$ cat src/sv/rtm_pkg.sv
// rtm_pkg: shared constants, lane types and output saturation for the
// Reinhard tone map pixel pipeline. No dependencies.

package rtm_pkg;

    // Field widths
    localparam int IN_W          = 32;
    localparam int OUT_W         = 16;
    localparam int KEY_W         = 32;
    localparam int NUM_CH        = 3;

    // Fraction bits of the mapped value; one divider cell per bit
    localparam int OUT_FRAC_BITS = 16;
    localparam int Q_W           = OUT_FRAC_BITS;

    // 0.18 scale as 11796 / 2^16
    localparam int SCALE_W       = 14;
    localparam int SCALE_SHIFT   = 16;
    localparam logic [SCALE_W-1:0] SCALE_NUM = SCALE_W'(11796);

    // Scaled value and divisor widths
    localparam int A_W  = IN_W + SCALE_W - SCALE_SHIFT;
    localparam int D_W  = ((KEY_W > A_W) ? KEY_W : A_W) + 1;
    localparam int P_W  = IN_W + SCALE_W;

    localparam logic [KEY_W-1:0] KEY_RESET = KEY_W'(11796);
    localparam logic [OUT_W-1:0] OUT_MAX   = '1;

    typedef logic [NUM_CH-1:0][IN_W-1:0]  t_pix_in;
    typedef logic [NUM_CH-1:0][OUT_W-1:0] t_pix_out;
    typedef logic [NUM_CH-1:0][A_W-1:0]   t_scaled;

    // One color channel moving down the divider chain
    typedef struct packed {
        logic [D_W-1:0] rem;   // partial remainder, below dvs while key is nonzero
        logic [D_W-1:0] dvs;   // key + a
        logic [Q_W-1:0] quo;   // quotient bits so far
        logic           zero;  // scaled value was zero
    } t_lane;

    typedef t_lane [NUM_CH-1:0] t_lanes;

    // Final quotient to the output field; zero input forces zero,
    // a quotient above the field saturates
    function automatic logic [OUT_W-1:0] sat_out(input logic [Q_W-1:0] q,
                                                 input logic           zero);
        logic [Q_W+OUT_W-1:0] ext;
        logic [OUT_W-1:0]     res;
        ext = (Q_W+OUT_W)'(q);
        if (zero) begin
            res = '0;
        end else if (ext > (Q_W+OUT_W)'(OUT_MAX)) begin
            res = OUT_MAX;
        end else begin
            res = ext[OUT_W-1:0];
        end
        return res;
    endfunction

endpackage

$ cat src/sv/rtm_div_cell.sv
// rtm_div_cell: one restoring-division step for all three channels, with
// its own pipeline register and valid/ready. Depends on rtm_pkg.

module rtm_div_cell (
    input  logic             i_clk,
    input  logic             i_rst_n,
    input  logic             i_valid,
    output logic             o_ready,
    input  rtm_pkg::t_lanes  i_lanes,
    output logic             o_valid,
    input  logic             i_ready,
    output rtm_pkg::t_lanes  o_lanes
);

    logic                      r_valid, n_valid;
    rtm_pkg::t_lanes           r_lanes, n_lanes;
    rtm_pkg::t_lanes           w_step;
    logic [rtm_pkg::D_W:0]     w_dbl  [rtm_pkg::NUM_CH];
    logic [rtm_pkg::D_W:0]     w_diff [rtm_pkg::NUM_CH];

    assign o_ready = !r_valid || i_ready;

    // Shift remainder left (zero bit in), subtract divisor if it fits
    always_comb begin
        w_step = i_lanes;
        for (int c = 0; c < rtm_pkg::NUM_CH; c++) begin
            w_dbl[c]  = {i_lanes[c].rem, 1'b0};
            w_diff[c] = w_dbl[c] - {1'b0, i_lanes[c].dvs};
            if (!w_diff[c][rtm_pkg::D_W]) begin
                w_step[c].rem = w_diff[c][rtm_pkg::D_W-1:0];
                w_step[c].quo = {i_lanes[c].quo[rtm_pkg::Q_W-2:0], 1'b1};
            end else begin
                w_step[c].rem = w_dbl[c][rtm_pkg::D_W-1:0];
                w_step[c].quo = {i_lanes[c].quo[rtm_pkg::Q_W-2:0], 1'b0};
            end
        end
    end

    always_comb begin
        n_valid = r_valid;
        n_lanes = r_lanes;
        if (o_ready) begin
            n_valid = i_valid;
            n_lanes = w_step;
        end
    end

    always_ff @(posedge i_clk) begin
        if (!i_rst_n) begin
            r_valid <= 1'b0;
        end else begin
            r_valid <= n_valid;
        end
    end

    always_ff @(posedge i_clk) begin
        r_lanes <= n_lanes;
    end

    assign o_valid = r_valid;
    assign o_lanes = r_lanes;

endmodule

$ cat config.mk
export PLATFORM = sky130hd
export DESIGN_NAME = rtm_div_cell
export DESIGN_NICKNAME = d
export VERILOG_FILES = /design/src/sv/rtm_pkg.sv /design/src/sv/rtm_div_cell.sv
export SDC_FILE = /design/constraint.sdc
export NUM_CORES = 1
export LEC_CHECK = 0
export ABC_AREA = 0
export BUFFER_PORTS_ARGS = -buffer_cell sky130_fd_sc_hd__buf_2
export CAP_MARGIN = 20
export CORE_AREA = 3 3 194 196
export CTS_BUF_LIST = sky130_fd_sc_hd__clkbuf_2 sky130_fd_sc_hd__clkbuf_4 sky130_fd_sc_hd__clkbuf_8
export DETAILED_ROUTE_END_ITERATION = 10
export DIE_AREA = 0 0 197 199
export PLACE_DENSITY = 0.68
export SYNTH_ARGS = -nofsm -noshare
export SYNTH_HDL_FRONTEND = slang
export SYNTH_SLANG_ARGS = --single-unit
$ cat constraint.sdc
create_clock -name i_clk -period 8.2 [get_ports i_clk]
set_input_delay 1.23 -clock i_clk [delete_from_list [all_inputs] [get_ports i_clk]]
set_output_delay 1.23 -clock i_clk [all_outputs]
set_load 0.05 [all_outputs]
==> flow_summary.toml, run 1 <==
[status]
status = "finished, final reports clean"

[placed_design]
numPlacedInstances = 2106
dp_hpwl_microns = 31440
numPortBuffers = 500
place_congestion = 0.8744

[timing]
fin_crit_sh = 0.5573
rsz0062_at_grt = "no"
finalSetupTns_ps = 0
timing.slew.headroom = 0.3370
hold_violations = 0
timing.fmax_ghz = 0.2188
post-route-min-period_ps = 4570
clock_skew_ps = 43.37
setup_viol_count_final = 0
tightest_slew_ps = 994.4
finalMaxSlewViolations = 0

[detailed_routing]
route.detailed.drc = 0
drt_iter0_drc = 581
drtAntennaViolNets = 0
wl_per_cell_microns = 18.17
viasPerCell = 5.118
drt_pass1_iterations = 6
vias = 11230
wl_microns = 39860

[yosys]
postSynthAreaPerCell_sq_um = 12.18
yosysWarnings = 0
yosysTopAreaCellShare = 0.5291
synth_area_leaders = "edfxtp_1 53%, ha_1 8.5%, mux2_2 5.1%, xnor2_1 3.5%, inv_1 3.2%"
synth.most_common_cell = "edfxtp_1"
synth_ff_type = "edfxtp_1"
yosysTopAreaCell = "edfxtp_1"
synth_nets = 1512
syn-cell-area_sq_mm = 0.01413
ys_ff_latch = 250
syn_inst = 1160
yosysUniqueCellTypes = 62
yosysSeqAreaShare = 0.5305
synth_edf_count = 249
synthTopCellsByCount = "249 x edfxtp_1, 121 x inv_1, 96 x ha_1"
synthArstFlopShare = 0

[power]
pwr_density_cell_mw_per_mm2 = 235.2
leakagePower_nw = 8.469
swShare = 0.3705
p_sw_mw = 1.572
power_frac_seq = 0.388
clockPowerShare = 0.266
vdd_ir_drop_max_v = 0.0001555
combinationalPowerShare = 0.347
p_int_mw = 2.671

[setup_path]
arrival_ps = 4900
ff2ff_setup_slack_ps = 5270
required_ps = 8530
crit_type = "in -> reg"
r2r_end = "o_lanes[38]"
reg2regPathDepth = 3
worstSetupStartpointType = "input pin"
end_kind = "flop"
r2r-start = "o_valid"
crit_fanout = 26

[cts]
cts_root_buf = "clkbuf_8"
clk_latency_ps = 600
path_clk_slew_ps = 60
cts_buffers = 44
clk_path_buf_depth = 3
cts_setup_buffers = 0
h-tree-depth = 2
cts_hold_buffers = 0
cts_resized = 0
cts_tree = "done"
clock-sinks = 250

[floorplan]
die-area_sq_mm = 0.03920
fp.coreArea_sq_mm = 0.03626
io_pins = 504
initial_core_util = 0.3898
die_w_microns = 197
fp-row-count = 70
fp.dieH_microns = 199

[global_routing]
grt_max_degree = 79
grt_pass1_vias = 11300
grt_usage = 0.1949
grt_pass1_wl_microns = 60630
grt_overflow = 0
antenna_found_initial = 7

[final_layout]
nets = 2036
drive_above_1_share = 0.3956
syn2layout_area_growth_pct = 27.68
final_cells = 2194

[flow_run]
maxCapViolations = 0

[min_path]
hold_depth = 1
min_path_type = "in -> reg"
whs_endpoint = "o_lanes[97]"
holdCritStartpoint = "i_lanes[96]"
-- cell type report --
| type | count | area (sq um) |
|---|---|---|
| timing repair buffer | 506 | 2547 |
| antenna | 7 | 17.52 |
| clock inverter | 16 | 77.57 |
| multi-input combinational | 761 | 6083 |
| tap | 468 | 585.6 |
| fill | 3287 | 18220 |
| clock buffer | 65 | 782.0 |
| sequential | 250 | 7497 |
| inverter | 121 | 454.2 |
-- cells in the final DEF (no fill, tap or decap), types with 9 or more instances in the layout --
master / netlist / final
a211oi_1: 10 / 10
a21o_1: 55 / 55
a21oi_1: 82 / 82
a31oi_1: 15 / 15
and2_1: 9 / 9
and3_1: 12 / 12
buf_2: 6 / 500
clkbuf_4: 0 / 18
clkbuf_8: 0 / 47
edfxtp_1: 249 / 249
ha_1: 96 / 96
inv_1: 121 / 121
mux2_2: 64 / 64
mux2_4: 27 / 27
nand2_1: 45 / 45
nand3_1: 11 / 11
nand4_1: 13 / 13
nor2_1: 53 / 53
nor2b_1: 17 / 17
o21a_1: 20 / 20
o21ai_0: 49 / 49
xnor2_1: 57 / 56
xor2_1: 24 / 24
-- state kept, by name (all words and copies together) (netlist names) --
register / count
o_lanes: 249
o_valid: 1
-- power by group through the flow --
stage                     logic [mW]  registers (mW)  clock network, mW
final                           1.47            1.64               1.13
after global routing            1.56            1.66               1.22
after CTS                       1.47            1.65               1.17
after detailed placement        1.47            1.67                  0
after global placement          1.45            1.67                  0
after floorplan                0.530            2.25                  0
-- how the worst max path moves through the flow --
stage,start,to,cells after the start
5_1_grt,i_lanes[103],o_lanes[141],13
3_5_place_dp,i_lanes[18],o_lanes[82],13
3_3_place_gp,i_lanes[18],o_lanes[52],13
2_1_floorplan,i_ready,o_ready,1
6_report,i_lanes[18],o_lanes[52],13
4_1_cts,i_lanes[18],o_lanes[52],13
-- layer usage --
metal / vias to the layer above / track usage / wire [microns]
met4: 6 / 0.08342 / 1322
met5: - / 0 / 38
met1: 5341 / 0.2316 / 15580
met2: 427 / 0.3366 / 19660
met3: 82 / 0.04963 / 3253
li1: 5372 / - / -
-- per-stage QoR --
stage | instance area [sq um] | power (mW) | hold slack (ps) | util | setup slack [ps]
finish | 18040 | 4.244 | 810.0 | 0.4977 | 3630
global route | 18030 | 4.443 | 774.3 | 0.4973 | 3406
CTS | 18030 | 4.293 | 741.8 | 0.4972 | 3656
detailed placement | 17170 | 3.140 | 1148 | 0.4735 | 3017
global placement | 17170 | 3.119 | 1102 | 0.4735 | 3069
floorplan | 14130 | 2.784 | 1329 | - | 2416
-- critical path, cell delays in order --
cell and delay [ps]:
buf_2 120, inv_1 50, ha_1 270, nor2b_1 150
o31a_1 280, o2111a_1 280, o31a_1 370, a221o_1 440
a211oi_2 220, o21ai_1 170, xor2_4 390, buf_4 510
mux2_2 400
-- cell families after synthesis --
logic type | after synthesis | synth area share
multiplexers | 96 | 0.08322
adder cells (fa/ha/maj) | 99 | 0.08924
flip-flops | 250 | 0.5305
buffers and inverters | 149 | 0.04170
AO/OA/AOI/OAI | 294 | 0.1367
AND/OR/NAND/NOR | 189 | 0.06613
XOR/XNOR | 83 | 0.05250
Note: power is estimated with default switching activity, not from simulation.
==> inputs of run 2 (changes only) <==
==> config.mk (replaced) <==
export PLATFORM = sky130hd
export DESIGN_NAME = rtm_div_cell
export DESIGN_NICKNAME = d
export VERILOG_FILES = /design/src/sv/rtm_pkg.sv /design/src/sv/rtm_div_cell.sv
export SDC_FILE = /design/constraint.sdc
export NUM_CORES = 1
export LEC_CHECK = 0
export ABC_AREA = 1
export BUFFER_PORTS_ARGS = -buffer_cell sky130_fd_sc_hd__buf_2
export CAP_MARGIN = 20
export CORE_MARGIN = 3
export CORE_UTILIZATION = 50
export CTS_BUF_LIST = sky130_fd_sc_hd__clkbuf_2 sky130_fd_sc_hd__clkbuf_4 sky130_fd_sc_hd__clkbuf_8
export DETAILED_ROUTE_END_ITERATION = 10
export PLACE_DENSITY = 0.77
export SYNTH_ARGS = -nofsm -noshare
export SYNTH_HDL_FRONTEND = slang
export SYNTH_SLANG_ARGS = --single-unit
==> constraint.sdc (replaced) <==
create_clock -name i_clk -period 4.7 [get_ports i_clk]
set_input_delay 0.705 -clock i_clk [delete_from_list [all_inputs] [get_ports i_clk]]
set_output_delay 0.705 -clock i_clk [all_outputs]
set_load 0.05 [all_outputs]
==> run 2 against run 1 <==
Non-clock buffer count decreased by 4; worst setup slack got worse by 1800 ps; synthesized cell count increased by 110%; sequential share of layout area decreased by 6.6 points; via count increased by 51%; design area increased by 19%; largest cell class is now multi-input combinational cells; clock-buffer cell count decreased by 7.
==> flow_summary.toml, run 2 <==
[yosys]
synthArstFlopShare = 0
ys_ff_latch = 250
yosysTopAreaCellShare = 0.4174
synth_edf_count = 249
synth.most_common_cell = "nand2_1"
postSynthAreaPerCell_sq_um = 7.467
synthTopCellsByCount = "861 x nand2_1, 499 x inv_1, 249 x edfxtp_1"
yosysWarnings = 0
synth_area_leaders = "edfxtp_1 42%, nand2_1 18%, inv_1 10%, nand3_1 6.9%, ha_1 6.7%"
yosysUniqueCellTypes = 33
syn_inst = 2399
yosysTopAreaCell = "edfxtp_1"
synth_ff_type = "edfxtp_1"
yosysSeqAreaShare = 0.4186
syn-cell-area_sq_mm = 0.01791
synth_nets = 2751

[timing]
tightest_slew_ps = 871.1
setup_viol_count_final = 0
fin_ws_ps = 1794
post-route-min-period_ps = 2906
rsz0062_at_grt = "no"
finalSetupTns_ps = 0
timing.fmax_ghz = 0.3441
clock_skew_ps = 21.08
finalMaxSlewViolations = 0
fin_crit_sh = 0.6183
hold_violations = 0
timing.slew.headroom = 0.4186

[floorplan]
die_w_microns = 195.3
fp.dieH_microns = 195.3
io_pins = 504
die-area_sq_mm = 0.03813
initial_core_util = 0.5135
fp.coreArea_sq_mm = 0.03488
fp-row-count = 68

[cts]
cts_resized = 0
path_clk_slew_ps = 60
clk_path_buf_depth = 3
cts_tree = "done"
cts_hold_buffers = 0
clock-sinks = 250
cts_setup_buffers = 0
clk_latency_ps = 590
cts_root_buf = "clkbuf_8"
h-tree-depth = 2
cts_buffers = 41

[placed_design]
place_congestion = 1.012
pre_cts_slack_ps = 1247
post_dp_cell_area_sq_mm = 0.02067
numPortBuffers = 500
dp_hpwl_microns = 46410

[detailed_routing]
vias = 17010
drt_pass1_iterations = 6
wl_microns = 57350
drtAntennaViolNets = 0
viasPerCell = 5.013
wl_per_cell_microns = 16.91
route.detailed.drc = 0
drt_iter0_drc = 1137

[setup_path]
critical_path.slowest_cell = "nand3_2"
end_kind = "flop"
cpPeakStageDelay_ps = 660
required_ps = 5030
critPathMostFrequentCell = "nand2_1"
reg2regPathDepth = 2
arrival_ps = 3240
crit_fanout = 32
ff2ff_setup_slack_ps = 2760
cp_top_family = "simple AND/OR/NAND/NOR gates"
worstSetupStartpointType = "input pin"
r2r_end = "o_lanes[14]"
crit_buf_inv = 3
r2r-start = "o_valid"
crit_type = "in -> reg"
cp_cell_sequence = "buf_2 -> inv_1 -> ha_1 -> nand2_1 -> nand2_1 -> inv_1 -> nor2_1 -> o21ai_0 -> nand3_1 -> nor2_2 -> nand3_2 -> nand3_1 -> nand2_1"
crit_start = "i_lanes[43]"

[final_layout]
stdcell_area_sq_mm = 0.02145
drive_above_1_share = 0.2246
syn2layout_area_growth_pct = 19.73
largest_reg_flops = 249
final_cell_mix = "860 x nand2_1, 500 x buf_2, 499 x inv_1"
regArea_sq_mm = 0.007497
multiInputGateArea_sq_mm = 0.008165
fill_cells = 3243
nets = 3258
final_common_cell = "nand2_1"

[min_path]
hold_depth = 1
whs_endpoint = "o_lanes[96]"
holdCritStartpoint = "i_lanes[95]"
min_path_type = "in -> reg"

[status]
status = "finished, final reports clean"

[global_routing]
grt_overflow = 0
grt_max_degree = 150
grt_pass1_vias = 16920
antenna_found_initial = 6
grt_pass1_wl_microns = 89180
grt_usage = 0.2941

[power]
pwr_density_cell_mw_per_mm2 = 350.2
leakagePower_nw = 12.09
vdd_ir_drop_max_v = 0.0003046

[flow_run]
maxCapViolations = 0
-- run 2: stage by stage --
step | power [mW] | utilization | cells | hold WS, ps
global placement | 5.671 | 0.5925 | 3318 | 881.7
finish | 7.511 | 0.6148 | 3392 | 284.3
detailed placement | 5.697 | 0.5925 | 3318 | 883.1
CTS | 7.556 | 0.6146 | 3389 | 232.1
global route | 7.903 | 0.6148 | 3392 | 246.3
floorplan | 4.980 | - | 2399 | 803.9
-- run 2: layout make-up --
type,count,area share
multi-input cells,1603,0.3807
flip-flops and latches,250,0.3496
repair buffers,502,0.1180
inverters,508,0.08891
clock buffers,58,0.03285
well taps,455,0.02655
clock inverters,13,0.003034
diodes,3,0.0003501
-- run 2: cells by family after synthesis --
kind of cell / synth area share
adders and majority gates: 0.07041
AOI/OAI and AO/OA: 0.02459
and+or+nand+nor: 0.3379
xor gates and xnor gates: 0.02200
DFF: 0.4186
buffers and inverters: 0.1265
-- run 2: worst max path at each step --
stage,to,slack (ps),cells past startpoint
2_1_floorplan,o_ready,140,2
3_3_place_gp,o_lanes[68],1290,13
3_5_place_dp,o_lanes[68],1250,13
4_1_cts,o_lanes[68],1890,13
5_1_grt,o_lanes[227],1650,15
6_report,o_lanes[68],1790,13
-- run 2: power by group --
| group | switching (mW) | leakage [nW] | internal (mW) |
|---|---|---|---|
| Clock | 0.878 | 0.404 | 0.964 |
| Combinational | 2.12 | 9.08 | 0.709 |
| Sequential | 0.0647 | 2.60 | 2.77 |
| Total | 3.06 | 12.1 | 4.45 |
-- run 2: routing by layer --
| metal | vias to the layer above | track usage | share of wire |
|---|---|---|---|
| met1 | 7708 | 0.3766 | 0.42 |
| met2 | 660 | 0.4910 | 0.47 |
| met3 | 112 | 0.06712 | 0.076 |
| li1 | 8521 | - | - |
| met5 | - | 0 | 0.00044 |
| met4 | 4 | 0.1062 | 0.036 |
==> inputs of run 3 (changes only) <==
==> config.mk (replaced) <==
export PLATFORM = sky130hd
export DESIGN_NAME = rtm_div_cell
export DESIGN_NICKNAME = d
export VERILOG_FILES = /design/src/sv/rtm_pkg.sv /design/src/sv/rtm_div_cell.sv
export SDC_FILE = /design/constraint.sdc
export NUM_CORES = 1
export LEC_CHECK = 0
export ABC_AREA = 0
export BUFFER_PORTS_ARGS = -buffer_cell sky130_fd_sc_hd__buf_2
export CAP_MARGIN = 20
export CORE_AREA = 3 3 194 196
export CTS_BUF_LIST = sky130_fd_sc_hd__clkbuf_2 sky130_fd_sc_hd__clkbuf_4 sky130_fd_sc_hd__clkbuf_8
export DETAILED_ROUTE_END_ITERATION = 10
export DIE_AREA = 0 0 197 199
export PLACE_DENSITY = 0.68
export SYNTH_ARGS = -nofsm -noshare
export SYNTH_HDL_FRONTEND = slang
export SYNTH_SLANG_ARGS = --single-unit
==> constraint.sdc (replaced) <==
create_clock -name i_clk -period 2.65 [get_ports i_clk]
set_input_delay 0.3975 -clock i_clk [delete_from_list [all_inputs] [get_ports i_clk]]
set_output_delay 0.3975 -clock i_clk [all_outputs]
set_load 0.05 [all_outputs]
==> run 3 against run 2 <==
Critical path type unchanged; largest cell class is now flip-flops and latches; worst setup slack got worse by 2200 ps; clock-buffer cell count rose by 2; the flow now finishes with violations (setup timing); total power rose by 93%; die area rose by 2.8%; via count fell by 24%; sequential power rose by 80%; clock skew fell by 13 ps; hold slack got worse by 200 ps.
==> flow_summary.toml, run 3 (same netlist as run 1, synthesis figures left out) <==
[status]
status = "finished with violations"
violations = "setup timing"

[cts]
h-tree-depth = 2
path_clk_slew_ps = 60
clk_latency_ps = 590
cts_tree = "done"
cts_root_buf = "clkbuf_8"
cts_buffers = 43
clock-sinks = 250
clk_path_buf_depth = 3

[timing]
holdWs_ps = 86.87
timing.slew.headroom = 0.6558
hold_violations = 0
clock_skew_ps = 8.017
rsz0062_at_grt = "yes"
fin_ws_ps = -360.2
post-route-min-period_ps = 3010
timing.fmax_ghz = 0.3322
tightest_slew_ps = 510.8
finalMaxSlewViolations = 0
fin_crit_sh = 1.136
setup_viol_count_final = 45

[power]
leakagePower_nw = 11.01
vdd_ir_drop_max_v = 0.0004619
p_total_mw = 14.51
pwr_density_cell_mw_per_mm2 = 640.3

[setup_path]
cpPeakStageDelay_ps = 360
cp_top_family = "compound AO/OA/AOI/OAI gates"
end_kind = "flop"
worstSetupStartpointType = "input pin"
critical_path.slowest_cell = "a221o_1"
crit_type = "in -> reg"
cp_cell_sequence = "buf_4 -> ha_4 -> nor2b_4 -> o31a_1 -> o2111a_1 -> o31a_1 -> a221o_1 -> a211oi_2 -> o21ai_2 -> xor2_4 -> buf_4 -> buf_12 -> mux2_2"
crit_buf_inv = 3
arrival_ps = 3350
required_ps = 2990
crit_fanout = 7

[detailed_routing]
vias = 13000
wl_per_cell_microns = 17.68
viasPerCell = 4.918
drt_pass1_iterations = 5
drt_iter0_drc = 474
wl_microns = 46740
drtAntennaViolNets = 0
route.detailed.drc = 0

[floorplan]
die-area_sq_mm = 0.03920
initial_core_util = 0.3898
fp.coreArea_sq_mm = 0.03626
io_pins = 504
die_w_microns = 197
fp.dieH_microns = 199
fp-row-count = 70

[placed_design]
numPortBuffers = 500
numPlacedInstances = 2407
place_congestion = 0.9003
dp_hpwl_microns = 34970

[global_routing]
grt_overflow = 0
antenna_found_initial = 12
grt_max_degree = 83
grt_pass1_vias = 13440
grt_usage = 0.2245
grt_pass1_wl_microns = 69500

[final_layout]
drive_above_1_share = 0.4832
nets = 2485
syn2layout_area_growth_pct = 60.35
final_cell_mix = "494 x buf_2, 305 x buf_4, 249 x edfxtp_1"
final_cells = 2643
final_common_cell = "buf_2"
largest_reg_flops = 249
final_util = 0.6249
fill_cells = 2811

[flow_run]
maxCapViolations = 0

[min_path]
min_path_type = "in -> reg"
## run 3: cell types whose count changed in the layout (fill, tap and decap cells not counted), sizes merged, moves of 20 or more
cell         change
xnor2           +55
nor3            -27
o21a            +20
nand3          -272
mux2            +91
nor2            -76
a21o            +52
nand2          -842
o21ai           +48
inv            -387
dlygate4sd3    +125
buf            +325
## run 3: layout make-up
class	instances	area, sq um	share of cell area
Timing Repair Buffer	956	6609	0.2916
Antenna cell	8	20.02	0.0008834
Multi-Input combinational cell	761	6610	0.2917
Tap cell	468	585.6	0.02584
Clock inverter	19	135.1	0.005963
Clock buffer	60	725.7	0.03202
Sequential cell	250	7501	0.3310
Inverter	121	474.2	0.02093
## run 3: timing repair
item	4_1_cts	5_1_grt
gates cloned	4	3
endpoints found under the setup margin	70	97
hold endpoints to repair	125	0
resized for setup	25	28
hold buffers	126	0
pin swaps	15	19
buffers inserted	16	3
## run 3: power by group
part           internal (mW)  switching, mW  total, mW
combinational           2.33           3.47       5.80
clock                   1.97           1.63       3.60
sequential              4.97          0.147       5.11
total                   9.26           5.25       14.5
## run 3: per-stage QoR
step | area (sq um) | setup slack (ps) | TNS, ps
floorplan | 14600 | -776.7 | -59880
global placement | 19990 | -965.1 | -72290
detailed placement | 19990 | -1054 | -77400
CTS | 22480 | -285.7 | -8520
global route | 22660 | -450.4 | -14350
finish | 22660 | -360.2 | -10180
## run 3: metal layers
layer | GRT usage | wire [microns] | vias up
met4 | 0.08712 | 1584 | 8
met5 | 0 | 41 | -
met3 | 0.07182 | 3735 | 107
li1 | - | - | 6269
met1 | 0.2536 | 18010 | 6130
met2 | 0.3970 | 23360 | 485
## run 3: worst register-to-register path, delay by kind of cell, from the launching register on
family                 cells  cell delay, ps
buffers and inverters      1             570
DFF                        1             350
AOI/OAI and AO/OA          1             150
and+or+nand+nor            1             330
## run 3: path summary, 6_finish.rpt
check / startpoint / to / slack [ps] / cells after the start
worst max-delay path: i_lanes[50] / o_lanes[52] / -360 / 13
worst min-delay path: i_lanes[102] / o_lanes[102] / 90 / 2
worst max register to register: o_valid / o_valid / 1140 / 3
worst min register to register: o_valid / o_lanes[20] / 850 / 1
