**src/sv/rtm_pkg.sv**
```systemverilog
// rtm_pkg: shared constants, lane types and output saturation for the
// Reinhard tone map pixel pipeline. No dependencies.

package rtm_pkg;

    // Field widths
    localparam int IN_W          = 32;
    localparam int OUT_W         = 16;
    localparam int KEY_W         = 32;
    localparam int NUM_CH        = 3;

    // Fraction bits of the mapped value; one divider cell per bit
    localparam int OUT_FRAC_BITS = 16;
    localparam int Q_W           = OUT_FRAC_BITS;

    // 0.18 scale as 11796 / 2^16
    localparam int SCALE_W       = 14;
    localparam int SCALE_SHIFT   = 16;
    localparam logic [SCALE_W-1:0] SCALE_NUM = SCALE_W'(11796);

    // Scaled value and divisor widths
    localparam int A_W  = IN_W + SCALE_W - SCALE_SHIFT;
    localparam int D_W  = ((KEY_W > A_W) ? KEY_W : A_W) + 1;
    localparam int P_W  = IN_W + SCALE_W;

    localparam logic [KEY_W-1:0] KEY_RESET = KEY_W'(11796);
    localparam logic [OUT_W-1:0] OUT_MAX   = '1;

    typedef logic [NUM_CH-1:0][IN_W-1:0]  t_pix_in;
    typedef logic [NUM_CH-1:0][OUT_W-1:0] t_pix_out;
    typedef logic [NUM_CH-1:0][A_W-1:0]   t_scaled;

    // One color channel moving down the divider chain
    typedef struct packed {
        logic [D_W-1:0] rem;   // partial remainder, below dvs while key is nonzero
        logic [D_W-1:0] dvs;   // key + a
        logic [Q_W-1:0] quo;   // quotient bits so far
        logic           zero;  // scaled value was zero
    } t_lane;

    typedef t_lane [NUM_CH-1:0] t_lanes;

    // Final quotient to the output field; zero input forces zero,
    // a quotient above the field saturates
    function automatic logic [OUT_W-1:0] sat_out(input logic [Q_W-1:0] q,
                                                 input logic           zero);
        logic [Q_W+OUT_W-1:0] ext;
        logic [OUT_W-1:0]     res;
        ext = (Q_W+OUT_W)'(q);
        if (zero) begin
            res = '0;
        end else if (ext > (Q_W+OUT_W)'(OUT_MAX)) begin
            res = OUT_MAX;
        end else begin
            res = ext[OUT_W-1:0];
        end
        return res;
    endfunction

endpackage

```
**src/sv/rtm_scale.sv**
```systemverilog
// rtm_scale: two-stage front end. Stage one scales each channel by 0.18,
// stage two forms the divisor key + a and seeds the divider lanes.
// Depends on rtm_pkg.

module rtm_scale (
    input  logic                   i_clk,
    input  logic                   i_rst_n,
    input  logic                   i_valid,
    output logic                   o_ready,
    input  rtm_pkg::t_pix_in       i_pix,
    input  logic [rtm_pkg::KEY_W-1:0] i_key,
    output logic                   o_valid,
    input  logic                   i_ready,
    output rtm_pkg::t_lanes        o_lanes
);

    logic                 r_s1_valid, n_s1_valid;
    rtm_pkg::t_scaled     r_s1_a, n_s1_a;
    logic                 r_s2_valid, n_s2_valid;
    rtm_pkg::t_lanes      r_s2_lanes, n_s2_lanes;
    logic                 w_s1_ready, w_s2_ready;
    logic [rtm_pkg::P_W-1:0] w_prod [rtm_pkg::NUM_CH];

    // Stage readiness: a stage takes data when empty or draining
    assign w_s2_ready = !r_s2_valid || i_ready;
    assign w_s1_ready = !r_s1_valid || w_s2_ready;
    assign o_ready    = w_s1_ready;

    // Stage one: multiply by the 0.18 constant and drop 16 fraction bits
    always_comb begin
        n_s1_valid = r_s1_valid;
        n_s1_a     = r_s1_a;
        for (int c = 0; c < rtm_pkg::NUM_CH; c++) begin
            w_prod[c] = rtm_pkg::P_W'(i_pix[c]) * rtm_pkg::P_W'(rtm_pkg::SCALE_NUM);
        end
        if (w_s1_ready) begin
            n_s1_valid = i_valid;
            for (int c = 0; c < rtm_pkg::NUM_CH; c++) begin
                n_s1_a[c] = w_prod[c][rtm_pkg::P_W-1:rtm_pkg::SCALE_SHIFT];
            end
        end
    end

    // Stage two: divisor and initial remainder
    always_comb begin
        n_s2_valid = r_s2_valid;
        n_s2_lanes = r_s2_lanes;
        if (w_s2_ready) begin
            n_s2_valid = r_s1_valid;
            for (int c = 0; c < rtm_pkg::NUM_CH; c++) begin
                n_s2_lanes[c].dvs  = rtm_pkg::D_W'(i_key) + rtm_pkg::D_W'(r_s1_a[c]);
                n_s2_lanes[c].rem  = rtm_pkg::D_W'(r_s1_a[c]);
                n_s2_lanes[c].quo  = '0;
                n_s2_lanes[c].zero = (r_s1_a[c] == '0);
            end
        end
    end

    always_ff @(posedge i_clk) begin
        if (!i_rst_n) begin
            r_s1_valid <= 1'b0;
            r_s2_valid <= 1'b0;
        end else begin
            r_s1_valid <= n_s1_valid;
            r_s2_valid <= n_s2_valid;
        end
    end

    always_ff @(posedge i_clk) begin
        r_s1_a     <= n_s1_a;
        r_s2_lanes <= n_s2_lanes;
    end

    assign o_valid = r_s2_valid;
    assign o_lanes = r_s2_lanes;

endmodule

```
**config.mk**
```make
export PLATFORM = sky130hd
export DESIGN_NAME = rtm_scale
export DESIGN_NICKNAME = d
export VERILOG_FILES = /design/src/sv/rtm_pkg.sv /design/src/sv/rtm_scale.sv
export SDC_FILE = /design/constraint.sdc
export NUM_CORES = 1
export LEC_CHECK = 0
export ABC_AREA = 0
export BUFFER_PORTS_ARGS = -buffer_cell sky130_fd_sc_hd__clkbuf_2
export CAP_MARGIN = 20
export CORE_ASPECT_RATIO = 1.1
export CORE_UTILIZATION = 28
export CTS_BUF_LIST = sky130_fd_sc_hd__clkbuf_4
export DETAILED_ROUTE_END_ITERATION = 6
export SLEW_MARGIN = 20
export SYNTH_ARGS = -nofsm -noshare
export SYNTH_HDL_FRONTEND = slang
export SYNTH_SLANG_ARGS = --single-unit
```
**constraint.sdc**
```tcl
create_clock -name i_clk -period 7 [get_ports i_clk]
set_input_delay 1.05 -clock i_clk [delete_from_list [all_inputs] [get_ports i_clk]]
set_output_delay 1.05 -clock i_clk [all_outputs]
set_load 0.01 [all_outputs]
```
==> summary.md, run 1 <==
### Status
- result of the run: completed

### Route
- Post-route DRC: 0
- drt first pass iters: 5
- initial detailed-routing violation count: 931
- average via count per standard cell: 4.51
- remaining antenna violation count after routing: 0
- Final Routed Wirelength: 88.2 mm
- number of vias after detailed routing: 21008
- wire length per cell: 18.9 microns

### CTS
- worst-case clock buffer depth: 3
- CTS sink cnt: 284
- cell at the root of the clock tree: sky130_fd_sc_hd__clkbuf_4
- CTS Buf Count: 84
- number of cells upsized or downsized after cts: 0
- H-tree levels: 3
- hold buffer count at cts: 0
- # Post-CTS Setup Buffers: 0
- clock transition at the registers of the reported paths: 0.06 ns
- clock insertion delay at the later pin of the skew report: 0.89 ns
- TritonCTS clock tree: done

### Final layout
- Area Growth Syn to Fin: 13.7%
- final cell area excluding filler cells: 0.0350 sq mm
- # nets final: 4195
- fillers: 11156
- sequential cell area: 0.00851 sq mm
- number of standard cells in the final layout excluding fillers: 4657
- area of combinational cells with multiple inputs: 0.0200 sq mm
- share of post-route cells with drive strength above 1: 0.150

### Timing
- Worst Skew: 0.0837 ns
- relative max-transition margin: 0.451
- setup repair after global routing missed its margin: no
- Least-Margin Pin Slew: 0.815 ns
- Hold Vio Cnt, Final: 0
- total negative setup slack: 0 ns
- Achievable Freq: 181 MHz
- share of the clock period used by the worst path after layout: 0.791
- count of final setup violators: 0
- time the final worst path needs with I/O delays and setup: 5.54 ns
- Slew Viols, Final: 0

### Die
- Horiz. Die Dim: 318 microns
- core box area: 0.109 sq mm
- vertical die dimension: 350 microns
- Std-Cell Rows: 127
- Die Footprint: 0.111 sq mm
- initial core utilization: 0.283
- Ports: 383

### Global route
- busiest metal layer after global routing: met2
- initial antenna violation count: 14
- overall global routing resource usage: 0.159
- maximum number of pins on one net before global-route repair: 100
- remaining global-route overflow: 0
- wire length of the first global-routing pass: 132 mm
- global routing met2 resource utilization: 0.260
- met3 Track Usage GR: 0.0324
- GRT met1 Usage: 0.204
- via count of the first global-routing pass: 22145

### Synthesis
- library cell occupying the most area in the post-synthesis netlist: sky130_fd_sc_hd__edfxtp_1
- YS warnings: 0
- total standard cell area after synthesis: 0.0308 sq mm
- Post-synth top flop: sky130_fd_sc_hd__edfxtp_1
- mux cell area share after synthesis: 0
- count of flip-flops with a built-in enable after synthesis: 282
- simple-gate portion of the synthesized area: 0.0582
- Synth Area in XOR/XNOR: 0.0472
- sequential-to-total area share from yosys stat: 0.276
- average footprint of a synthesized cell: 11.1 sq um
- Post-Synthesis Cells: 2768
- top-area cell type share of the netlist area: 0.275
- complex-gate fraction of the synthesized area: 0.0972
- Synth Area in Adders: 0.440
- fraction of registers with async set or reset after synthesis: 0
- count of cell types in the netlist: 72
- FF+latch count, synth: 284
- cell types occupying the most area after synthesis: sky130_fd_sc_hd__edfxtp_1, sky130_fd_sc_hd__ha_1, sky130_fd_sc_hd__fa_1
- largest family of logic cells by synthesized area: adder cells

### Placed design
- HPWL Detailed: 77.0 mm
- Port Buffers: 325
- Post-Place Cell Area: 0.0340 sq mm
- cell count after placement: 4506
- routability congestion estimate: 0.913

### Power and ir drop
- Power Dens Cells: 481 mW/mm^2
- leakage power summed over all cells: 0.0175 uW
- Peak VDD IR: 0.180 mV

### Min path
- launch point of the worst hold path: i_rst_n
- cell count of the worst hold path: 2
- WHS Endpoint: o_valid
- kind of path behind the tightest hold check: input port to flip-flop

### Worst setup path
- Crit Path Class: input port to flip-flop
- r2r startpoint: r_s1_a[1]
- depth of the most critical reg-to-reg path: 13
- critical path startpoint: i_pix[70]
- critical path startpoint category: input port
- critical path peak fanout: 4
- capturing point of the worst reg2reg path: o_lanes[47]
- kind of end point of the critical path: flip-flop
- Required @ worst endpoint: 7.60 ns
- Worst R2R Setup Slack: 2.60 ns
- arrival time of the worst setup path: 6.14 ns

### Job
- MaxCap Viol Count: 0

[layer usage]
metal	routed length, microns	up-vias
li1	-	10213
met2	40400	535
met3	4520	166
met1	39500	10080
met4	3690	14
met5	79	-
[cells in the mapped netlist (all sizes together), types with 27 or more instances]
library cell and count:
a21o 101, inv 550, nand2 63, xor2 51, a21oi 150, buf 57
nand3 29, nand4 29, nor2 109, xnor2 115, fa 322, edfxtp 282
o21bai 27, ha 568, o21ai 75
[metrics by stage]
step | total power, uW | util | hold slack (ns) | setup slack, ns
detailed placement | 15400 | 0.312 | 0.497 | 0.528
global placement | 15400 | 0.312 | 0.500 | 0.590
global route | 18600 | 0.321 | 0.301 | 1.19
floorplan | 11900 | - | 0.455 | 1.23
CTS | 17100 | 0.321 | 0.266 | 1.52
finish | 16800 | 0.321 | 0.398 | 1.46
[worst max path at each step]
stage	to	cells after the start
finish	r_s1_a[88]	21
detailed placement	r_s1_a[88]	21
global placement	r_s1_a[88]	21
floorplan	r_s1_a[59]	20
CTS	r_s1_a[88]	21
global route	r_s1_a[88]	21
[critical path, stage by stage]
cell,delay [ns]
sky130_fd_sc_hd__clkbuf_2,0.13
sky130_fd_sc_hd__ha_1,0.28
sky130_fd_sc_hd__inv_1,0.05
sky130_fd_sc_hd__fa_1,0.53
sky130_fd_sc_hd__inv_1,0.05
sky130_fd_sc_hd__fa_1,0.43
sky130_fd_sc_hd__ha_1,0.31
sky130_fd_sc_hd__a21o_1,0.20
sky130_fd_sc_hd__fa_1,0.47
sky130_fd_sc_hd__ha_1,0.34
sky130_fd_sc_hd__nand3_1,0.11
sky130_fd_sc_hd__nor2_1,0.11
sky130_fd_sc_hd__a221o_1,0.16
sky130_fd_sc_hd__o21ai_0,0.13
sky130_fd_sc_hd__a21oi_1,0.35
sky130_fd_sc_hd__a21oi_1,0.17
sky130_fd_sc_hd__nand2_1,0.10
sky130_fd_sc_hd__a21oi_1,0.09
sky130_fd_sc_hd__o41ai_1,0.72
sky130_fd_sc_hd__a21oi_1,0.18
sky130_fd_sc_hd__xnor2_1,0.15
[cell families after synthesis]
kind of cell | Yosys count
buf+inv | 615
other cells | 1
compound gates | 452
flops | 284
fa+ha+maj | 890
simple gates | 360
xor+xnor | 166
[state kept, by name, summed over array words and instances (netlist names)]
register and cells:
o_lanes 192, r_s1_valid 1, r_s1_a 90, o_valid 1
[layout make-up]
class | instances | share of cell area
multi-input combinational | 1925 | 0.571
sequential | 284 | 0.243
inverter | 550 | 0.0591
tap | 1419 | 0.0507
timing repair buffer | 328 | 0.0471
clock buffer | 108 | 0.0231
clock inverter | 38 | 0.00553
antenna | 5 | 0.000357
[report_power, final]
group	switching, uW	internal, uW	leakage (uW)
sequential	875	3480	0.00298
combinational	6270	4690	0.0140
clock	790	735	0.000598
[placed cells by master, fill, tap and decap left out, types with 17 or more instances in the layout]
master | synthesis | layout
sky130_fd_sc_hd__nand2b_1 | 18 | 18
sky130_fd_sc_hd__nor2_1 | 109 | 109
sky130_fd_sc_hd__ha_1 | 568 | 568
sky130_fd_sc_hd__nand4_1 | 29 | 29
sky130_fd_sc_hd__conb_1 | 1 | 57
sky130_fd_sc_hd__a21oi_1 | 150 | 150
sky130_fd_sc_hd__nor2b_1 | 25 | 25
sky130_fd_sc_hd__nor4_1 | 22 | 22
sky130_fd_sc_hd__nor3_1 | 17 | 17
sky130_fd_sc_hd__clkbuf_2 | 0 | 325
sky130_fd_sc_hd__nand2_1 | 63 | 62
sky130_fd_sc_hd__edfxtp_1 | 282 | 282
sky130_fd_sc_hd__nand3_1 | 29 | 29
sky130_fd_sc_hd__xnor2_1 | 115 | 115
sky130_fd_sc_hd__clkinv_1 | 0 | 19
sky130_fd_sc_hd__a21o_1 | 101 | 101
sky130_fd_sc_hd__o21ai_0 | 66 | 66
sky130_fd_sc_hd__fa_1 | 322 | 322
sky130_fd_sc_hd__o21a_1 | 19 | 19
sky130_fd_sc_hd__xor2_1 | 51 | 51
sky130_fd_sc_hd__clkbuf_4 | 0 | 108
sky130_fd_sc_hd__o21bai_1 | 27 | 27
sky130_fd_sc_hd__inv_1 | 550 | 549
Note: power is estimated with default switching activity, not from simulation.
==> run 2, diff against run 1 <==
- clock period: 7 -> 5.7 ns (I/O delays scaled with it)
==> summary.md, run 2 (synthesized netlist as in run 1, its figures left out) <==
### Timing
- setup slack after layout: 0.354 ns, was 1.46 ns
- Slew Viols, Final: 0, unchanged
- setup repair after global routing missed its margin: no, unchanged
- Worst Skew: 0.0883 ns, was 0.0837 ns
- share of the clock period used by the worst path after layout: 0.938
- time the final worst path needs with I/O delays and setup: 5.35 ns
- worst hold margin: 0.273 ns, was 0.398 ns
- total negative setup slack: 0 ns, unchanged
- Achievable Freq: 187 MHz
- Hold Vio Cnt, Final: 0, unchanged
- count of final setup violators: 0, unchanged
- Least-Margin Pin Slew: 0.913 ns, was 0.815 ns
- relative max-transition margin: 0.391, was 0.451

### Job
- MaxCap Viol Count: 0, unchanged

### Worst setup path
- maximum cell stage delay along the critical path: 0.77 ns, was 0.72 ns
- critical path startpoint category: input port, unchanged
- worst-path cell chain: clkbuf_2, buf_4, ha_1, fa_1, fa_1, inv_1, fa_1, inv_1, fa_1, ha_1, a21o_1, a21o_1, o21ai_0, a21oi_1, a21oi_1, nand2_1, a21oi_1, o41ai_1, a21oi_1, xnor2_1, was clkbuf_2, ha_1, inv_1, fa_1, inv_1, fa_1, ha_1, a21o_1, fa_1, ha_1, nand3_1, nor2_1, a221o_1, o21ai_0, a21oi_1, a21oi_1, nand2_1, a21oi_1, o41ai_1, a21oi_1, xnor2_1
- Crit Path Class: input port to flip-flop, unchanged
- kind of cell with the highest combined delay on the critical path: adder cells, unchanged
- critical path peak fanout: 4, unchanged
- Crit-path slowest cell: sky130_fd_sc_hd__o41ai_1, unchanged
- kind of end point of the critical path: flip-flop, unchanged
- number of buffer and inverter instances along the worst setup path: 4, was 3
- arrival time of the worst setup path: 5.90 ns, was 6.14 ns
- Required @ worst endpoint: 6.25 ns, was 7.60 ns
- Worst R2R Setup Slack: 1.77 ns, was 2.60 ns

### Route
- average via count per standard cell: 4.46, was 4.51
- drt first pass iters: 5, unchanged
- wire length per cell: 18.3 microns, was 18.9 microns
- Met2 Wirelength: 41.8 mm, was 40.4 mm
- sum of routed wire segments on met1: 40.0 mm, was 39.5 mm
- Final Routed Wirelength: 88.6 mm, was 88.2 mm
- remaining antenna violation count after routing: 0, unchanged
- number of vias after detailed routing: 21657, was 21008
- routed wire length on met3: 4.22 mm, was 4.52 mm
- highest routed metal layer: met5, unchanged
- Post-route DRC: 0, unchanged
- initial detailed-routing violation count: 1088, was 931

### Global route
- initial antenna violation count: 15, was 14
- remaining global-route overflow: 0, unchanged
- maximum number of pins on one net before global-route repair: 109, was 100
- wire length of the first global-routing pass: 134 mm, was 132 mm
- via count of the first global-routing pass: 22625, was 22145
- overall global routing resource usage: 0.161, was 0.159

### CTS
- clock transition at the registers of the reported paths: 0.06 ns, about the same
- hold buffer count at cts: 0, unchanged
- cell at the root of the clock tree: sky130_fd_sc_hd__clkbuf_4, unchanged
- CTS Buf Count: 87, was 84
- CTS sink cnt: 284, unchanged
- H-tree levels: 3, unchanged
- worst-case clock buffer depth: 3, unchanged
- number of cells upsized or downsized after cts: 0, unchanged
- clock insertion delay at the later pin of the skew report: 0.87 ns, was 0.89 ns
- # Post-CTS Setup Buffers: 0, unchanged
- TritonCTS clock tree: done, unchanged

### Min path
- kind of path behind the tightest hold check: input port to flip-flop, unchanged

### Status
- result of the run: completed, unchanged

### Final layout
- Largest register FFs: 192, unchanged
- share of post-route cells with drive strength above 1: 0.197, was 0.150
- # nets final: 4380, was 4195
- most common cell after layout, fill and taps aside: sky130_fd_sc_hd__ha_1, unchanged
- Area Growth Syn to Fin: 18.7%, was 13.7%
- commonest cells after routing, fill and taps aside: sky130_fd_sc_hd__ha_1, sky130_fd_sc_hd__inv_1, sky130_fd_sc_hd__clkbuf_2, unchanged

### Die
- Horiz. Die Dim: 318 microns, unchanged
- Ports: 383, unchanged
- core box area: 0.109 sq mm, unchanged
- initial core utilization: 0.283, unchanged
- vertical die dimension: 350 microns, unchanged
- Die Footprint: 0.111 sq mm, unchanged
- Std-Cell Rows: 127, unchanged

### Placed design
- Port Buffers: 325, unchanged
- routability congestion estimate: 0.894, was 0.913
- HPWL Detailed: 77.2 mm, was 77.0 mm
- DP Worst Slack: -0.521 ns, was 0.528 ns

### Power and ir drop
- leakage power summed over all cells: 0.0185 uW, was 0.0175 uW
- Power Dens Cells: 609 mW/mm^2, was 481 mW/mm^2
- Peak VDD IR: 0.245 mV, was 0.180 mV

[run 2: path summary, 6_finish.rpt]
check             start          end  cells after the start
min reg2reg  r_s1_a[12]  o_lanes[62]                      0
max           i_pix[77]   r_s1_a[88]                     20
max reg2reg   r_s1_a[1]  o_lanes[48]                     12
min             i_rst_n      o_valid                      2
[run 2: cell type report]
class                   count  area [sq um]
diodes                      6          15.0
clock buffers             116           871
clock inverters            41           292
fillers                 11110         72400
inverters                 550          2070
multi-input cells        1925         20000
flip-flops and latches    284          8510
well taps                1419          1780
repair buffers            510          3040
[run 2: report_power, final]
group | leakage [uW] | total [uW] | switching, uW | internal, uW
clock network | 0.000679 | 2120 | 980 | 1140
logic | 0.0148 | 14800 | 7930 | 6860
registers | 0.00298 | 5370 | 1090 | 4280
[run 2: worst register-to-register path: stages (launching register included)]
cell	delay (ns)
sky130_fd_sc_hd__edfxtp_1	0.61
sky130_fd_sc_hd__ha_1	0.38
sky130_fd_sc_hd__a21o_1	0.11
sky130_fd_sc_hd__a21oi_1	0.11
sky130_fd_sc_hd__o211ai_1	0.42
sky130_fd_sc_hd__a41oi_1	0.29
sky130_fd_sc_hd__o31ai_1	0.43
sky130_fd_sc_hd__and2_1	0.27
sky130_fd_sc_hd__a21oi_1	0.20
sky130_fd_sc_hd__o311ai_1	0.48
sky130_fd_sc_hd__a21o_1	0.25
sky130_fd_sc_hd__nand2_1	0.08
sky130_fd_sc_hd__xnor2_1	0.13
[run 2: metrics by stage]
step                       util  instances  cell area [sq um]  total power, uW
after floorplan               -       2824              31000            14600
after global placement    0.325       4687              35400            20100
final                     0.336       4851              36600            22300
after global routing      0.336       4849              36600            24500
after CTS                 0.335       4844              36500            22600
after detailed placement  0.325       4687              35400            20300
[run 2: routing by layer]
metal | vias up | track usage
met5 | - | 0
met4 | 14 | 0.0512
met3 | 136 | 0.0306
met2 | 511 | 0.271
met1 | 10397 | 0.207
li1 | 10599 | -
==> run 3, diff against run 2 <==
- PLACE_DENSITY: not set -> 0.47
==> summary.md, run 3 (synthesized netlist as in run 1, its figures left out) <==
### Worst setup path
- arrival time of the worst setup path: 5.87 ns, was 5.90 ns
- Required @ worst endpoint: 6.23 ns, was 6.25 ns
- critical path startpoint: i_pix[39], was i_pix[77]
- kind of end point of the critical path: flip-flop, unchanged
- critical path peak fanout: 5, was 4
- Crit Path Class: input port to flip-flop, unchanged
- critical path startpoint category: input port, unchanged
- r2r startpoint: r_s1_a[1], unchanged

### Final layout
- Largest register FFs: 192, unchanged
- commonest cells after routing, fill and taps aside: sky130_fd_sc_hd__ha_1, sky130_fd_sc_hd__inv_1, sky130_fd_sc_hd__clkbuf_2, unchanged
- Area Growth Syn to Fin: 19.1%, was 18.7%
- fillers: 11347, was 11110
- most common cell after layout, fill and taps aside: sky130_fd_sc_hd__ha_1, unchanged
- # nets final: 4404, was 4380
- post-route core utilization: 0.337, was 0.336
- share of post-route cells with drive strength above 1: 0.204, was 0.197

### Global route
- maximum number of pins on one net before global-route repair: 139, was 109
- via count of the first global-routing pass: 22781, was 22625
- initial antenna violation count: 9, was 15
- overall global routing resource usage: 0.162, was 0.161
- wire length of the first global-routing pass: 136 mm, was 134 mm
- remaining global-route overflow: 0, unchanged

### Die
- Std-Cell Rows: 127, unchanged
- Horiz. Die Dim: 318 microns, unchanged
- vertical die dimension: 350 microns, unchanged
- core box area: 0.109 sq mm, unchanged
- initial core utilization: 0.283, unchanged
- Die Footprint: 0.111 sq mm, unchanged
- Ports: 383, unchanged

### CTS
- CTS Buf Count: 82, was 87
- clock insertion delay at the later pin of the skew report: 0.81 ns, was 0.87 ns
- cell at the root of the clock tree: sky130_fd_sc_hd__clkbuf_4, unchanged
- clock transition at the registers of the reported paths: 0.06 ns, about the same
- worst-case clock buffer depth: 3, unchanged
- H-tree levels: 3, unchanged
- TritonCTS clock tree: done, unchanged
- hold buffer count at cts: 0, unchanged
- CTS sink cnt: 284, unchanged
- # Post-CTS Setup Buffers: 0, unchanged
- number of cells upsized or downsized after cts: 0, unchanged

### Status
- result of the run: completed, unchanged

### Route
- Post-route DRC: 0, unchanged
- remaining antenna violation count after routing: 0, unchanged
- Final Routed Wirelength: 90.5 mm, was 88.6 mm
- average via count per standard cell: 4.41, was 4.46
- initial detailed-routing violation count: 918, was 1088
- wire length per cell: 18.6 microns, was 18.3 microns
- routed wire length on met3: 4.13 mm, was 4.22 mm
- Met2 Wirelength: 43.1 mm, was 41.8 mm
- drt first pass iters: 7, was 5
- number of vias after detailed routing: 21451, was 21657
- highest routed metal layer: met5, unchanged
- sum of routed wire segments on met1: 41.7 mm, was 40.0 mm

### Job
- MaxCap Viol Count: 0, unchanged

### Timing
- share of the clock period used by the worst path after layout: 0.938, about the same
- Achievable Freq: 187 MHz, about the same
- Slew Viols, Final: 0, unchanged
- setup repair after global routing missed its margin: no, unchanged
- worst hold margin: 0.284 ns, was 0.273 ns
- count of final setup violators: 0, unchanged
- time the final worst path needs with I/O delays and setup: 5.34 ns, was 5.35 ns
- Worst Skew: 0.0926 ns, was 0.0883 ns
- Least-Margin Pin Slew: 1.04 ns, was 0.913 ns
- relative max-transition margin: 0.308, was 0.391
- Hold Vio Cnt, Final: 0, unchanged

### Min path
- kind of path behind the tightest hold check: input port to flip-flop, unchanged
- launch point of the worst hold path: i_rst_n, unchanged

### Placed design
- Port Buffers: 325, unchanged
- routability congestion estimate: 0.864, was 0.894
- HPWL Detailed: 78.7 mm, was 77.2 mm

### Power and ir drop
- leakage power summed over all cells: 0.0186 uW, was 0.0185 uW
- Peak VDD IR: 0.249 mV, was 0.245 mV
- Overall Power: 22300 uW, about the same
- Power Dens Cells: 606 mW/mm^2, was 609 mW/mm^2

## run 3: cell count changes in the layout (fill, tap and decap cells not counted), moves of 2 or more
cell                       previous run  this run
sky130_fd_sc_hd__inv_2                0         2
sky130_fd_sc_hd__clkbuf_4           116       122
sky130_fd_sc_hd__diode_2              6         1
sky130_fd_sc_hd__buf_4              184       214
sky130_fd_sc_hd__clkinv_1            21        13
sky130_fd_sc_hd__clkinv_2            12         5
## run 3: routing by layer
metal	vias to the layer above	global-route usage
li1	10621	-
met2	457	0.278
met3	91	0.0270
met1	10272	0.213
met5	-	0
met4	10	0.0381
## run 3: worst paths after layout
check | endpoint | slack [ns] | depth (start not counted)
setup / recovery | r_s1_a[55] | 0.36 | 19
hold / removal | o_valid | 0.28 | 2
setup reg to reg | o_lanes[47] | 1.70 | 14
hold reg to reg | o_lanes[59] | 0.46 | 0
## run 3: area by class of cell
class	count	area, sq um	area share
Clock buffer	122	916	0.0249
Inverter	550	2070	0.0564
Sequential cell	284	8510	0.232
Multi-Input combinational cell	1925	20000	0.545
Clock inverter	25	188	0.00511
Antenna cell	1	2.50	0.0000682
Tap cell	1419	1780	0.0484
Timing Repair Buffer	539	3230	0.0881
## run 3: worst max-delay path, cell delays in order
cell and delay [ns]:
sky130_fd_sc_hd__clkbuf_2 0.13, sky130_fd_sc_hd__ha_1 0.38, sky130_fd_sc_hd__inv_1 0.08, sky130_fd_sc_hd__fa_1 0.51
sky130_fd_sc_hd__inv_1 0.05, sky130_fd_sc_hd__fa_1 0.55, sky130_fd_sc_hd__fa_1 0.45, sky130_fd_sc_hd__fa_1 0.46
sky130_fd_sc_hd__ha_1 0.30, sky130_fd_sc_hd__nand4_1 0.13, sky130_fd_sc_hd__nand2b_1 0.18, sky130_fd_sc_hd__a21oi_1 0.23
sky130_fd_sc_hd__nor2b_1 0.10, sky130_fd_sc_hd__a21boi_1 0.33, sky130_fd_sc_hd__a41oi_2 0.22, sky130_fd_sc_hd__o31ai_4 0.39
sky130_fd_sc_hd__and3_1 0.25, sky130_fd_sc_hd__o21ai_0 0.13, sky130_fd_sc_hd__xnor2_1 0.14
## run 3: per-stage QoR
step           instances  TNS, ns  cell area (sq um)  setup WS, ns
3_3_place_gp        4717    -9.08              35600        -0.427
4_1_cts             4864        0              36700         0.380
6_report            4865        0              36700         0.356
3_5_place_dp        4717   -10.05              35600        -0.507
5_1_grt             4865        0              36700         0.103
2_1_floorplan       2824        0              31000         0.122
## run 3: power by group
| part | total (uW) | internal [uW] | leakage (uW) | switching [uW] |
|---|---|---|---|---|
| sequential | 5470 | 4290 | 0.00298 | 1180 |
| clock | 2040 | 1120 | 0.000657 | 926 |
| combinational | 14800 | 6950 | 0.0150 | 7800 |
| total | 22300 | 12400 | 0.0186 | 9910 |
